$ cat config.mk
export PLATFORM = sky130hd
export DESIGN_NAME = pes_timestamp_rebaser_unit_flat
export DESIGN_NICKNAME = d
export VERILOG_FILES = /design/src/pesr_pkg.sv /design/src/pesr_ifs.sv /design/src/pesr_stamp_rewrite.sv /design/src/pes_timestamp_rebaser_unit.sv /design/src/flat_wrapper.sv
export SDC_FILE = /design/constraint.sdc
export NUM_CORES = 1
export LEC_CHECK = 0
export ABC_AREA = 0
export BUFFER_PORTS_ARGS = -buffer_cell sky130_fd_sc_hd__buf_4
export CAP_MARGIN = 20
export CORE_ASPECT_RATIO = 1.1
export CORE_MARGIN = 2
export CORE_UTILIZATION = 25
export CTS_CLUSTER_SIZE = 25
export DETAILED_ROUTE_END_ITERATION = 16
export PLACE_DENSITY = 0.37
export SLEW_MARGIN = 20
export SYNTH_ARGS = -nofsm -noshare
export SYNTH_HDL_FRONTEND = slang
export SYNTH_SLANG_ARGS = --single-unit
export TNS_END_PERCENT = 5
$ cat constraint.sdc
create_clock -name i_clk -period 9.2 [get_ports i_clk]
set_input_delay 1.38 -clock i_clk [delete_from_list [all_inputs] [get_ports i_clk]]
set_output_delay 1.38 -clock i_clk [all_outputs]
set_load 0.01 [all_outputs]
$ cat src/pesr_pkg.sv
// types, constants and stamp helpers for the pes timestamp rebaser
package pesr_pkg;

    localparam int unsigned BYTE_W     = 8;
    localparam int unsigned STAMP_W    = 33;
    localparam int unsigned POS_W      = 9;
    localparam int unsigned HOLD_DEPTH = 10;
    localparam int unsigned IDX_W      = $clog2(HOLD_DEPTH);

    typedef logic [BYTE_W-1:0]                  t_byte;
    typedef logic [STAMP_W-1:0]                 t_stamp;
    typedef logic [POS_W-1:0]                   t_pos;
    typedef logic [IDX_W-1:0]                   t_idx;
    typedef logic [HOLD_DEPTH-1:0][BYTE_W-1:0]  t_hold_bytes;
    typedef logic [1:0]                         t_flags;

    localparam t_pos POS_FLAGS      = t_pos'(7);
    localparam t_pos POS_HOLD_FIRST = t_pos'(9);
    localparam t_pos POS_HOLD_LAST  = t_pos'(18);
    localparam t_pos POS_MAX        = t_pos'(511);

    localparam t_idx IDX_LAST = t_idx'(HOLD_DEPTH - 1);
    localparam t_idx IDX_DTS  = t_idx'(5);

    localparam t_byte PTS_FLAG_MASK  = 8'h80;
    localparam t_byte DTS_FLAG_MASK  = 8'h40;
    localparam t_byte PREFIX_PTS     = 8'h21;
    localparam t_byte PREFIX_PTS_DTS = 8'h31;
    localparam t_byte PREFIX_DTS     = 8'h11;

    // pull the 33 stamp bits out of five header bytes, markers dropped
    function automatic t_stamp decode_stamp(input t_byte b0, input t_byte b1,
                                            input t_byte b2, input t_byte b3,
                                            input t_byte b4);
        return {b0[3:1], b1, b2[7:1], b3, b4[7:1]};
    endfunction

    // subtract the start offset, clamp at zero
    function automatic t_stamp rebase(input t_stamp v, input t_stamp off);
        logic [STAMP_W:0] diff;
        diff = {1'b0, v} - {1'b0, off};
        return diff[STAMP_W] ? '0 : diff[STAMP_W-1:0];
    endfunction

    // lay a stamp back into five bytes with marker bits and prefix
    function automatic logic [4:0][BYTE_W-1:0] encode_stamp(input t_stamp v,
                                                            input t_byte prefix);
        logic [4:0][BYTE_W-1:0] b;
        b[0] = {4'b0000, v[32:30], 1'b0} + prefix;
        b[1] = v[29:22];
        b[2] = {v[21:15], 1'b1};
        b[3] = v[14:7];
        b[4] = {v[6:0], 1'b1};
        return b;
    endfunction

endpackage

$ cat src/pesr_ifs.sv
// valid/ready channel interfaces for header bytes, result bytes and config

interface pesr_in_if;
    logic         valid;
    logic         ready;
    logic [7:0]   header_byte;
    logic         end_of_header;
    modport source (output valid, output header_byte, output end_of_header, input ready);
    modport sink   (input valid, input header_byte, input end_of_header, output ready);
endinterface

interface pesr_out_if;
    logic         valid;
    logic         ready;
    logic [7:0]   out_byte;
    logic         out_end;
    modport source (output valid, output out_byte, output out_end, input ready);
    modport sink   (input valid, input out_byte, input out_end, output ready);
endinterface

interface pesr_cfg_if;
    logic         valid;
    logic         ready;
    logic [32:0]  start_offset;
    modport source (output valid, output start_offset, input ready);
    modport sink   (input valid, input start_offset, output ready);
endinterface

$ cat src/pesr_stamp_rewrite.sv
// decodes, rebases and re-encodes the pts and dts held in bytes 9 to 18
module pesr_stamp_rewrite (
    input  pesr_pkg::t_hold_bytes i_bytes,
    input  pesr_pkg::t_flags      i_flags,
    input  pesr_pkg::t_stamp      i_offset,
    output pesr_pkg::t_hold_bytes o_bytes
);
    import pesr_pkg::*;

    t_stamp                 w_pts;
    t_stamp                 w_dts;
    logic [4:0][BYTE_W-1:0] w_pts_enc;
    logic [4:0][BYTE_W-1:0] w_dts_enc;
    logic                   w_pts_nz;
    logic                   w_dts_nz;

    // decode only the stamps whose flag is set
    always_comb begin
        w_pts = i_flags[1] ? decode_stamp(i_bytes[0], i_bytes[1], i_bytes[2],
                                          i_bytes[3], i_bytes[4]) : '0;
        w_dts = i_flags[0] ? decode_stamp(i_bytes[5], i_bytes[6], i_bytes[7],
                                          i_bytes[8], i_bytes[9]) : '0;
        w_pts_nz = (w_pts != '0);
        w_dts_nz = (w_dts != '0);
    end

    // two parallel subtracts, then re-encode with marker bits
    always_comb begin
        w_pts_enc = encode_stamp(rebase(w_pts, i_offset),
                                 w_dts_nz ? PREFIX_PTS_DTS : PREFIX_PTS);
        w_dts_enc = encode_stamp(rebase(w_dts, i_offset), PREFIX_DTS);
    end

    // zero stamps stay as they were in the bytes
    always_comb begin
        o_bytes = i_bytes;
        if (w_pts_nz) begin
            for (int i = 0; i < 5; i++) begin
                o_bytes[i] = w_pts_enc[i];
            end
        end
        if (w_dts_nz) begin
            for (int i = 0; i < 5; i++) begin
                o_bytes[i + 5] = w_dts_enc[i];
            end
        end
    end

endmodule

$ cat src/pes_timestamp_rebaser_unit.sv
// pes timestamp rebaser top level: pass-through, hold buffer and flush
// a passed-through byte goes from the input register to the output register
// held bytes 9 to 18 leave one per cycle unless the output stalls, after the last one is in
// throughput: 1 byte per cycle unless the output stalls; a byte that closes the hold
// window, or ends the header in it, stalls input until all held bytes (up to 10) drain
// reset: synchronous active low, clears position, flags, valids and start offset to 0
module pes_timestamp_rebaser_unit (
    input  logic        i_clk,
    input  logic        i_rst_n,
    pesr_in_if.sink     i_hdr,
    pesr_out_if.source  o_res,
    pesr_cfg_if.sink    i_cfg
);
    import pesr_pkg::*;

    // input register
    logic        r_in_vld;
    t_byte       r_in_byte;
    logic        r_in_end;

    // header tracking state
    t_pos        r_pos;
    t_flags      r_flags;
    t_stamp      r_offset;
    t_hold_bytes r_held;

    // drain of the hold buffer
    logic        r_drain_act;
    t_idx        r_drain_idx;
    t_idx        r_drain_last;
    logic        r_drain_end;

    // output register
    logic        r_out_vld;
    t_byte       r_out_byte;
    logic        r_out_end;

    logic        w_out_free;
    logic        w_core_take;
    logic        w_drain_step;
    logic        w_hold;
    logic        w_hold_close;
    t_pos        w_pos_off;
    t_idx        w_hold_idx;
    t_hold_bytes w_cur_bytes;
    t_hold_bytes w_new_bytes;

    // handshake decisions
    always_comb begin
        w_out_free   = !r_out_vld || o_res.ready;
        w_drain_step = r_drain_act && w_out_free;
        w_core_take  = r_in_vld && !r_drain_act && w_out_free;
        w_hold       = (r_pos >= POS_HOLD_FIRST) && (r_pos <= POS_HOLD_LAST);
        w_hold_close = (r_pos == POS_HOLD_LAST);
        w_pos_off    = r_pos - POS_HOLD_FIRST;
        w_hold_idx   = w_pos_off[IDX_W-1:0];
    end

    assign i_hdr.ready = !r_in_vld || w_core_take;
    assign i_cfg.ready = 1'b1;

    // last held byte joins the buffer before the rewrite
    always_comb begin
        w_cur_bytes           = r_held;
        w_cur_bytes[IDX_LAST] = r_in_byte;
    end

    pesr_stamp_rewrite u_rewrite (
        .i_bytes  (w_cur_bytes),
        .i_flags  (r_flags),
        .i_offset (r_offset),
        .o_bytes  (w_new_bytes)
    );

    // input beat register
    always_ff @(posedge i_clk) begin
        if (!i_rst_n) begin
            r_in_vld <= 1'b0;
        end else if (i_hdr.ready) begin
            r_in_vld <= i_hdr.valid;
        end
        if (i_hdr.valid && i_hdr.ready) begin
            r_in_byte <= i_hdr.header_byte;
            r_in_end  <= i_hdr.end_of_header;
        end
    end

    // start offset register
    always_ff @(posedge i_clk) begin
        if (!i_rst_n) begin
            r_offset <= '0;
        end else if (i_cfg.valid) begin
            r_offset <= i_cfg.start_offset;
        end
    end

    // byte position and stamp flags
    always_ff @(posedge i_clk) begin
        if (!i_rst_n) begin
            r_pos   <= '0;
            r_flags <= '0;
        end else if (w_core_take) begin
            if (r_in_end) begin
                r_pos   <= '0;
                r_flags <= '0;
            end else begin
                if (r_pos == POS_FLAGS) begin
                    r_flags <= {(r_in_byte & PTS_FLAG_MASK) != '0,
                                (r_in_byte & DTS_FLAG_MASK) != '0};
                end
                if (r_pos != POS_MAX) begin
                    r_pos <= r_pos + t_pos'(1);
                end
            end
        end
    end

    // hold buffer, rewritten in place when the window closes
    always_ff @(posedge i_clk) begin
        if (w_core_take && w_hold) begin
            if (w_hold_close) begin
                r_held <= w_new_bytes;
            end else begin
                r_held[w_hold_idx] <= r_in_byte;
            end
        end
    end

    // drain control
    always_ff @(posedge i_clk) begin
        if (!i_rst_n) begin
            r_drain_act <= 1'b0;
        end else if (w_drain_step) begin
            if (r_drain_idx == r_drain_last) begin
                r_drain_act <= 1'b0;
            end
            r_drain_idx <= r_drain_idx + t_idx'(1);
        end else if (w_core_take && w_hold && (w_hold_close || r_in_end)) begin
            r_drain_act  <= 1'b1;
            r_drain_idx  <= '0;
            r_drain_last <= w_hold_close ? IDX_LAST : w_hold_idx;
            r_drain_end  <= r_in_end;
        end
    end

    // output beat register
    always_ff @(posedge i_clk) begin
        if (!i_rst_n) begin
            r_out_vld <= 1'b0;
        end else if (w_drain_step) begin
            r_out_vld  <= 1'b1;
            r_out_byte <= r_held[r_drain_idx];
            r_out_end  <= (r_drain_idx == r_drain_last) && r_drain_end;
        end else if (w_core_take && !w_hold) begin
            r_out_vld  <= 1'b1;
            r_out_byte <= r_in_byte;
            r_out_end  <= r_in_end;
        end else if (w_out_free) begin
            r_out_vld <= 1'b0;
        end
    end

    assign o_res.valid    = r_out_vld;
    assign o_res.out_byte = r_out_byte;
    assign o_res.out_end  = r_out_end;

endmodule

$ cat src/flat_wrapper.sv
// flat-port wrapper written by rule: the top's interface ports become plain ports
module pes_timestamp_rebaser_unit_flat import pesr_pkg::*;
  (i_clk, i_rst_n, i_hdr_valid, i_hdr_header_byte, i_hdr_end_of_header, i_hdr_ready, o_res_valid, o_res_out_byte, o_res_out_end, o_res_ready, i_cfg_valid, i_cfg_start_offset, i_cfg_ready);
  pesr_in_if i_hdr_i ();
  pesr_out_if o_res_i ();
  pesr_cfg_if i_cfg_i ();
  input  logic i_clk;
  input  logic i_rst_n;
  input wire logic [$bits(i_hdr_i.valid)-1:0] i_hdr_valid;
  input wire logic [$bits(i_hdr_i.header_byte)-1:0] i_hdr_header_byte;
  input wire logic [$bits(i_hdr_i.end_of_header)-1:0] i_hdr_end_of_header;
  output wire logic [$bits(i_hdr_i.ready)-1:0] i_hdr_ready;
  output wire logic [$bits(o_res_i.valid)-1:0] o_res_valid;
  output wire logic [$bits(o_res_i.out_byte)-1:0] o_res_out_byte;
  output wire logic [$bits(o_res_i.out_end)-1:0] o_res_out_end;
  input wire logic [$bits(o_res_i.ready)-1:0] o_res_ready;
  input wire logic [$bits(i_cfg_i.valid)-1:0] i_cfg_valid;
  input wire logic [$bits(i_cfg_i.start_offset)-1:0] i_cfg_start_offset;
  output wire logic [$bits(i_cfg_i.ready)-1:0] i_cfg_ready;
  assign i_hdr_i.valid = i_hdr_valid;
  assign i_hdr_i.header_byte = i_hdr_header_byte;
  assign i_hdr_i.end_of_header = i_hdr_end_of_header;
  assign i_hdr_ready = i_hdr_i.ready;
  assign o_res_valid = o_res_i.valid;
  assign o_res_out_byte = o_res_i.out_byte;
  assign o_res_out_end = o_res_i.out_end;
  assign o_res_i.ready = o_res_ready;
  assign i_cfg_i.valid = i_cfg_valid;
  assign i_cfg_i.start_offset = i_cfg_start_offset;
  assign i_cfg_ready = i_cfg_i.ready;
  pes_timestamp_rebaser_unit u_core (.i_clk(i_clk), .i_rst_n(i_rst_n), .i_hdr(i_hdr_i), .o_res(o_res_i), .i_cfg(i_cfg_i));
endmodule
Yosys cells after proc, flatten, opt, wreduce, memory -nomap -nowiden
Cells that the tools add are included.
Widths: inputs -> output; s select.
{"block": "totals", "reg_bits": 154, "latchBits": 0, "ram_bits": 0, "romBits": 0, "inputBits": 47, "out_inout_bits": 12, "wordCells": 104, "n_memories": 0}
{"block": "op_classes", "addsub": 7, "n_mul": 0, "div_mod_pow": 0, "n_lt_le_gt_ge": 5, "eq_ne": 7, "shifts": 0, "n_mux": 29, "bitwise": 1, "reduce_logical": 32}
{"operator": "$mux 33", "n": 4}
{"operator": "$bwmux 80", "n": 1}
{"operator": "$mux 40", "n": 2}
{"operator": "$mux 80", "n": 1}
{"operator": "$sub 33x33->34", "n": 2}
{"operator": "$reduce_bool 33->1", "n": 2}
{"operator": "$bmux 8 s4", "n": 1}
{"operator": "$demux 8 s4", "n": 1}
{"operator": "$mux 8", "n": 4}
{"operator": "$mux 9", "n": 2}
{"operator": "$reduce_and 2->1", "n": 7}
{"operator": "$logic_and 1x1->1", "n": 10}
{"operator": "$lt 4x5->1 const B", "n": 2}
{"operator": "$add 9x1->9 const B", "n": 1}
{"operator": "$eq 9x3->1 const B", "n": 1}
{"operator": "$eq 9x5->1 const B", "n": 1}
{"operator": "$ge 9x4->1 const B", "n": 1}
{"operator": "$le 9x5->1 const B", "n": 1}
{"operator": "$ne 9x9->1 const B", "n": 1}
{"operator": "$mux 1", "n": 8}
{"operator": "$mux 4", "n": 2}
{"operator": "$reduce_bool 2->1", "n": 4}
{"operator": "$add 4x6->7", "n": 1}
{"operator": "$add 4x5->6 const B", "n": 1}
{"operator": "12 further kinds", "n": 20}

Logic depth before layout (Yosys ltp)
{"block": "logic_depth", "depth_word": 7, "mapped_depth": 15, "ltp_nobuf": 13}

Cells and area by module
A second synthesis with hierarchy kept.
{"block": "unflattened", "cells_unflattened": 1374, "hier_area_um2": 12318.1}
{"mod": "pes_timestamp_rebaser_unit", "n_inst": 1, "cells_per_inst": 607, "area_per_inst_um2": 7245.7, "seq_area_each_um2": 4154.0}
{"mod": "pesr_stamp_rewrite", "n_inst": 1, "cells_per_inst": 767, "area_per_inst_um2": 5072.4, "seq_area_each_um2": 0.0}

Worst setup path before layout
OpenSTA, ideal clock, no wires.
{"block": "synth_timing", "path_kind": "in2out", "from": "input o_res_ready", "to": "output i_hdr_ready", "t_arrival_ns": 2.147, "required_time_ns": 7.820, "setup_slack_ns": 5.673, "path_stages": 4, "n_path_buf": 1, "path_cell_list": "nand2b_1 -> nand3b_1 -> clkbuf_1 -> nand2_1"}
{"block": "synth_via", "elab_chain_len": 3}
{"element": "start: declaration", "line": "flat_wrapper.sv:16", "text": "input wire logic [$bits(o_res_i.ready)-1:0] o_res_ready;"}
{"element": "$logic_or 1x1->1", "line": "pes_timestamp_rebaser_unit.sv:50", "text": "w_out_free = !r_out_vld || o_res.ready;"}
{"element": "$logic_and 1x1->1", "line": "pes_timestamp_rebaser_unit.sv:52", "text": "w_core_take = r_in_vld && !r_drain_act && w_out_free;"}
{"element": "$logic_or 1x1->1", "line": "pes_timestamp_rebaser_unit.sv:59", "text": "assign i_hdr.ready = !r_in_vld || w_core_take;"}
{"element": "end: declaration", "line": "flat_wrapper.sv:12", "text": "output wire logic [$bits(i_hdr_i.ready)-1:0] i_hdr_ready;"}
No other way between the ends.

Worst setup path after layout
{"block": "layout_timing", "from": "register u_core.r_in_byte[6]", "to": "register u_core.r_held[75] (netlist bit), data pin"}
{"block": "layout_via", "elab_chain_len": 5, "elab_cells_between_ends": 6, "cone_classes": "1 x add/sub; 4 x mux; 1 x reduce/logical"}
{"element": "start: declaration", "line": "pes_timestamp_rebaser_unit.sv:18", "text": "t_byte r_in_byte;"}
{"element": "start signal: assignment", "line": "pes_timestamp_rebaser_unit.sv:83", "text": "r_in_byte <= i_hdr.header_byte;"}
{"element": "$mux 33 (*)", "line": "pesr_stamp_rewrite.sv:21", "text": "w_dts = i_flags[0] ? decode_stamp(i_bytes[5], i_bytes[6], i_bytes[7],"}
{"element": "$sub 33x33->34", "line": "pesr_pkg.sv:41", "text": "diff = {1'b0, v} - {1'b0, off};"}
{"element": "$mux 33", "line": "pesr_pkg.sv:42", "text": "return diff[STAMP_W] ? '0 : diff[STAMP_W-1:0];"}
{"element": "$mux 40 (*)", "line": "pesr_stamp_rewrite.sv:42", "text": "if (w_dts_nz) begin"}
{"element": "$mux 80 (*)", "line": "pes_timestamp_rebaser_unit.sv:121", "text": "if (w_hold_close) begin"}
{"element": "end signal: assignment", "line": "pes_timestamp_rebaser_unit.sv:122", "text": "r_held <= w_new_bytes;"}
{"element": "end signal: indexed assignment", "line": "pes_timestamp_rebaser_unit.sv:124", "text": "r_held[w_hold_idx] <= r_in_byte;"}
{"element": "end: declaration", "line": "pes_timestamp_rebaser_unit.sv:25", "text": "t_hold_bytes r_held;"}
Every way passes the cells marked *; elsewhere a longest branch is shown, timed or not. The select of a mux whose other input is x is not followed.
A chain may end at the register's enable or synchronous reset.

==> metrics.log <==
[metrics] worst min-delay path category: register to register
[metrics] post-synthesis adder-cell area fraction: 0.0880
[metrics] via count: 8927
[metrics] Worst Max-Slew Pin Slew: 0.910 ns
[metrics] Slew HR: 0.378
[metrics] post-synthesis share of cell area spent on xor and xnor gates: 0.0583
[metrics] sequential element share of the synthesized area: 0.379
[metrics] leakage power summed over all cells: 5.06 nW
[metrics] fraction of post-synthesis cell area in the top cell type by area: 0.293
[metrics] Layout fillers: 4589
[metrics] Sum Neg Setup Slack: 0 ns
[metrics] clock buffers created by TritonCTS: 17
[metrics] top_reg_cell synth: sky130_fd_sc_hd__edfxtp_1
[metrics] multi-input combinational cell area: 6410 µm²
[metrics] weighted congestion at the end of routability-driven global placement: 0.816
[metrics] Antenna Violating Nets Remaining: 0
[metrics] total of hold buffers inserted after clock tree synthesis: 0
[metrics] post-synthesis async set-or-reset flop share: 0
[metrics] max_cap viols: 0
[metrics] pin count of the biggest net entering global routing: 43
[metrics] DRC errors left: 0
[metrics] Post-synth EDFFs: 107
[metrics] launch point of the worst reg-to-reg path: u_core.r_in_byte[6]
[metrics] first-pass GRT wire length: 58.8 mm
[metrics] most frequent standard cell in the layout excluding fill and tap cells: sky130_fd_sc_hd__edfxtp_1
[metrics] Hold Startpoint: u_core.r_pos[8]
[metrics] global-route track usage on met3: 0.0292
[metrics] period utilisation layout: 0.447
[metrics] cell with the biggest individual delay on the critical path: sky130_fd_sc_hd__a211o_2
[metrics] count of unique library cells instantiated by Yosys: 72
[metrics] width of the die: 204 µm
[metrics] Max Transition Viols Final: 0
[metrics] synthesized-area fraction occupied by ao, oa, aoi and oai cells: 0.191
[metrics] TritonCTS Sinks: 154
[metrics] TritonCTS clock tree: yes
[metrics] DRT Wirelength: 39.2 mm
[metrics] top cells by area in the synthesized netlist: sky130_fd_sc_hd__edfxtp_1, sky130_fd_sc_hd__dfxtp_1, sky130_fd_sc_hd__ha_1, sky130_fd_sc_hd__and2_1, sky130_fd_sc_hd__mux2i_1
[metrics] IO Pins: 59
[metrics] buffers added on ports: 57
[metrics] GR met1 Demand/Resource: 0.227
[metrics] insertion delay of the later-clocked pin in the worst-skew pair: 0.46 ns
[metrics] Resized cells post-CTS: 0
[metrics] Rows: 80
[metrics] # nets final: 1313
[metrics] Final min period: 4.12 ns
[metrics] post-synth top area cell: sky130_fd_sc_hd__edfxtp_1
[metrics] Hold Path Cell Cnt: 2
[metrics] minimum setup slack among reg-to-reg paths: 5.08 ns
[metrics] average detailed-routed wire length per instance: 22.1 µm
[metrics] vertical die dimension: 224 µm
[metrics] Pwr per Cell Area: 135 nW/µm²
[metrics] antenna violations before repair: 2
[metrics] area share of and/or/nand/nor cells after synthesis: 0.171
[metrics] H-tree Lvls: 4
[metrics] first-pass detailed-route iteration total: 5
[metrics] setup repair after global routing missed its margin: no
[metrics] Setup Viol. Count Final: 0
[metrics] post-layout utilization of the core: 0.289
[metrics] vias in the first global route: 9137
[metrics] share of cells above drive strength 1: 0.110
[metrics] maximum number of buffers from clock root to sink: 2
[metrics] Post-Syn Instances: 1154
[metrics] internal power consumption: 1.21 mW
[metrics] GR Util met2: 0.299
[metrics] final worst clock skew: 0.0145 ns
[metrics] Switching Power: 480 µW
[metrics] status: completed
[metrics] sequential share of power: 0.452
[metrics] CP Capture Type: register
[metrics] switching share of total power: 0.284
[metrics] terminating pin of the worst hold path: u_core.r_pos[8]
[metrics] overflow left after global routing: 0
[metrics] Max Freq: 0.243 GHz
[metrics] Placeable Area: 43300 µm²
[metrics] commonest cells after routing, fill and taps aside: sky130_fd_sc_hd__edfxtp_1, sky130_fd_sc_hd__nand2_1, sky130_fd_sc_hd__a21oi_1, sky130_fd_sc_hd__ha_1, sky130_fd_sc_hd__nor2_1
[metrics] CTS root buffer: sky130_fd_sc_hd__clkbuf_16
[metrics] die area: 45600 µm²
[metrics] Slowest Stage Delay on Critical Path: 0.58 ns
[metrics] combinational family with the most area after synthesis: compound AO/OA/AOI/OAI gates
[metrics] multiplexer fraction of the synthesized cell area: 0.0766
[metrics] critical path data required time: 9.37 ns
[metrics] dpl hpwl: 30.2 mm
[metrics] peak fanout along the critical path: 33
[metrics] overall track demand over capacity in global routing: 0.177
[metrics] peak supply drop: 120 µV
[metrics] drt via density: 5.02
[metrics] Finished Layout Cells: 1778
[metrics] Yosys warning total: 0
[metrics] clock-pin slew of the registers on the worst-case setup and hold paths: 0.07 ns
[metrics] Crit Reg-Reg Endpoint: u_core.r_held[75]
[metrics] critical path, cell by cell: and2_1 -> ha_1 -> a21oi_1 -> o211ai_1 -> a31oi_1 -> o211ai_1 -> nor3_1 -> o221ai_1 -> o21ai_0 -> a211o_2 -> o21ai_0
[metrics] CP Class: register to register
[metrics] path depth of the worst reg2reg path: 11
[metrics] clock share of power: 0.402
[metrics] starting density of the core: 0.253
[metrics] Seq cells post-synth: 154
[metrics] 1st-iter DRT viols: 614
[metrics] combinational group share of total power: 0.146
[metrics] synthesized area per cell: 9.51 µm²
[metrics] arrival time of data at the critical path endpoint: 4.29 ns
[metrics] most utilized layer in the global route result: met2
[metrics] area of the mapped netlist: 11000 µm²
[metrics] Layout area overhead: 14.0%
[metrics] buffer count from post-CTS setup fixing: 0
[metrics] sort of element at the start of the critical path: register
[metrics] number of hold violations in the final report: 0
[metrics] number of placed cells counting well taps: 1745
[metrics] sequential cell area in the final layout: 4150 µm²
[metrics] Synthesized Nets: 1277
## registers in the layout (all words and copies together), names as in the netlist, 2 cells and up
| name | cells |
|---|---|
| u_core.r_drain_last | 4 |
| u_core.o_res.out_byte | 8 |
| u_core.r_in_byte | 8 |
| u_core.r_offset | 33 |
| u_core.r_flags | 2 |
| u_core.r_drain_idx | 4 |
| u_core.r_pos | 9 |
| u_core.r_held | 80 |
## metal layers
layer  routed length [µm]  vias up
met5                   13        -
met4                  906        2
met3                 1480       42
met2                18900      190
met1                17900     4336
li1                     -     4357
## synth_stat cells, types with 6 or more instances
cell type	instances
sky130_fd_sc_hd__nor2_1	68
sky130_fd_sc_hd__clkbuf_1	33
sky130_fd_sc_hd__o22ai_1	58
sky130_fd_sc_hd__buf_2	11
sky130_fd_sc_hd__and2_1	67
sky130_fd_sc_hd__inv_1	51
sky130_fd_sc_hd__xnor2_1	43
sky130_fd_sc_hd__o21a_1	7
sky130_fd_sc_hd__dfxtp_1	47
sky130_fd_sc_hd__mux4_2	16
sky130_fd_sc_hd__nor4_1	14
sky130_fd_sc_hd__a21oi_1	74
sky130_fd_sc_hd__xor2_1	30
sky130_fd_sc_hd__nor2b_1	43
sky130_fd_sc_hd__and3_1	10
sky130_fd_sc_hd__ha_1	74
sky130_fd_sc_hd__o21bai_1	9
sky130_fd_sc_hd__edfxtp_1	107
sky130_fd_sc_hd__nand3_1	16
sky130_fd_sc_hd__nand2_1	89
sky130_fd_sc_hd__o21ai_0	57
sky130_fd_sc_hd__o31ai_1	6
sky130_fd_sc_hd__o211ai_1	6
sky130_fd_sc_hd__a21o_1	32
sky130_fd_sc_hd__nand4_1	11
sky130_fd_sc_hd__a22oi_1	10
sky130_fd_sc_hd__nand2b_1	11
sky130_fd_sc_hd__nor3_1	11
sky130_fd_sc_hd__a211oi_1	6
sky130_fd_sc_hd__o21ai_1	10
sky130_fd_sc_hd__mux2i_1	39
sky130_fd_sc_hd__a31oi_1	7
sky130_fd_sc_hd__or3_1	7
sky130_fd_sc_hd__mux2_2	8
sky130_fd_sc_hd__a2bb2oi_1	6
## metrics by stage
step / hold WS [ns] / power (mW) / setup slack, ns / area, µm²
floorplan: 0.473 / 0.943 / 5.67 / 11000
global placement: 0.494 / 1.03 / 4.83 / 12000
global route: 0.543 / 1.76 / 4.76 / 12500
CTS: 0.511 / 1.71 / 4.67 / 12500
finish: 0.508 / 1.69 / 5.08 / 12500
detailed placement: 0.501 / 1.03 / 4.69 / 12000
## how the worst max path moves through the flow
stage / cells after the start / endpoint / startpoint
after floorplan: 4 / i_hdr_ready / o_res_ready
after global placement: 11 / u_core.r_held[79] / u_core.r_in_byte[6]
after detailed placement: 11 / u_core.r_held[75] / u_core.r_in_byte[6]
after CTS: 11 / u_core.r_held[75] / u_core.r_in_byte[6]
after global routing: 11 / u_core.r_held[76] / u_core.r_in_byte[6]
final: 11 / u_core.r_held[75] / u_core.r_in_byte[6]
## worst max-delay path, delay by kind of cell, from the launching register on
kind | cells | cell delay [ns]
flops | 1 | 0.52
fa+ha+maj | 1 | 0.38
simple gates | 2 | 0.74
compound gates | 8 | 2.17
## power by group through the flow
| stage | clock network [mW] | registers, mW | logic, mW |
|---|---|---|---|
| 6_report | 0.679 | 0.764 | 0.246 |
| 5_1_grt | 0.724 | 0.766 | 0.274 |
| 4_1_cts | 0.697 | 0.765 | 0.250 |
| 3_5_place_dp | 0 | 0.780 | 0.249 |
| 3_3_place_gp | 0 | 0.779 | 0.250 |
| 2_1_floorplan | 0 | 0.775 | 0.168 |
## cells by family (layout without fill, tap and decap cells)
family,Yosys count,count (layout)
AO/OA/AOI/OAI,324,324
XOR/XNOR,73,73
adder cells (fa/ha/maj),76,76
buffers and inverters,101,150
flip-flops,154,154
multiplexers,63,63
other,1,2
AND/OR/NAND/NOR,362,362
## final cells by class
class | count | area share
Antenna cell | 1 | 0.000200
Tap cell | 574 | 0.0574
Inverter | 52 | 0.0156
Timing Repair Buffer | 66 | 0.0396
Clock inverter | 12 | 0.00580
Multi-Input combinational cell | 899 | 0.513
Clock buffer | 20 | 0.0366
Sequential cell | 154 | 0.332
Power figures use the tool's default switching activity.
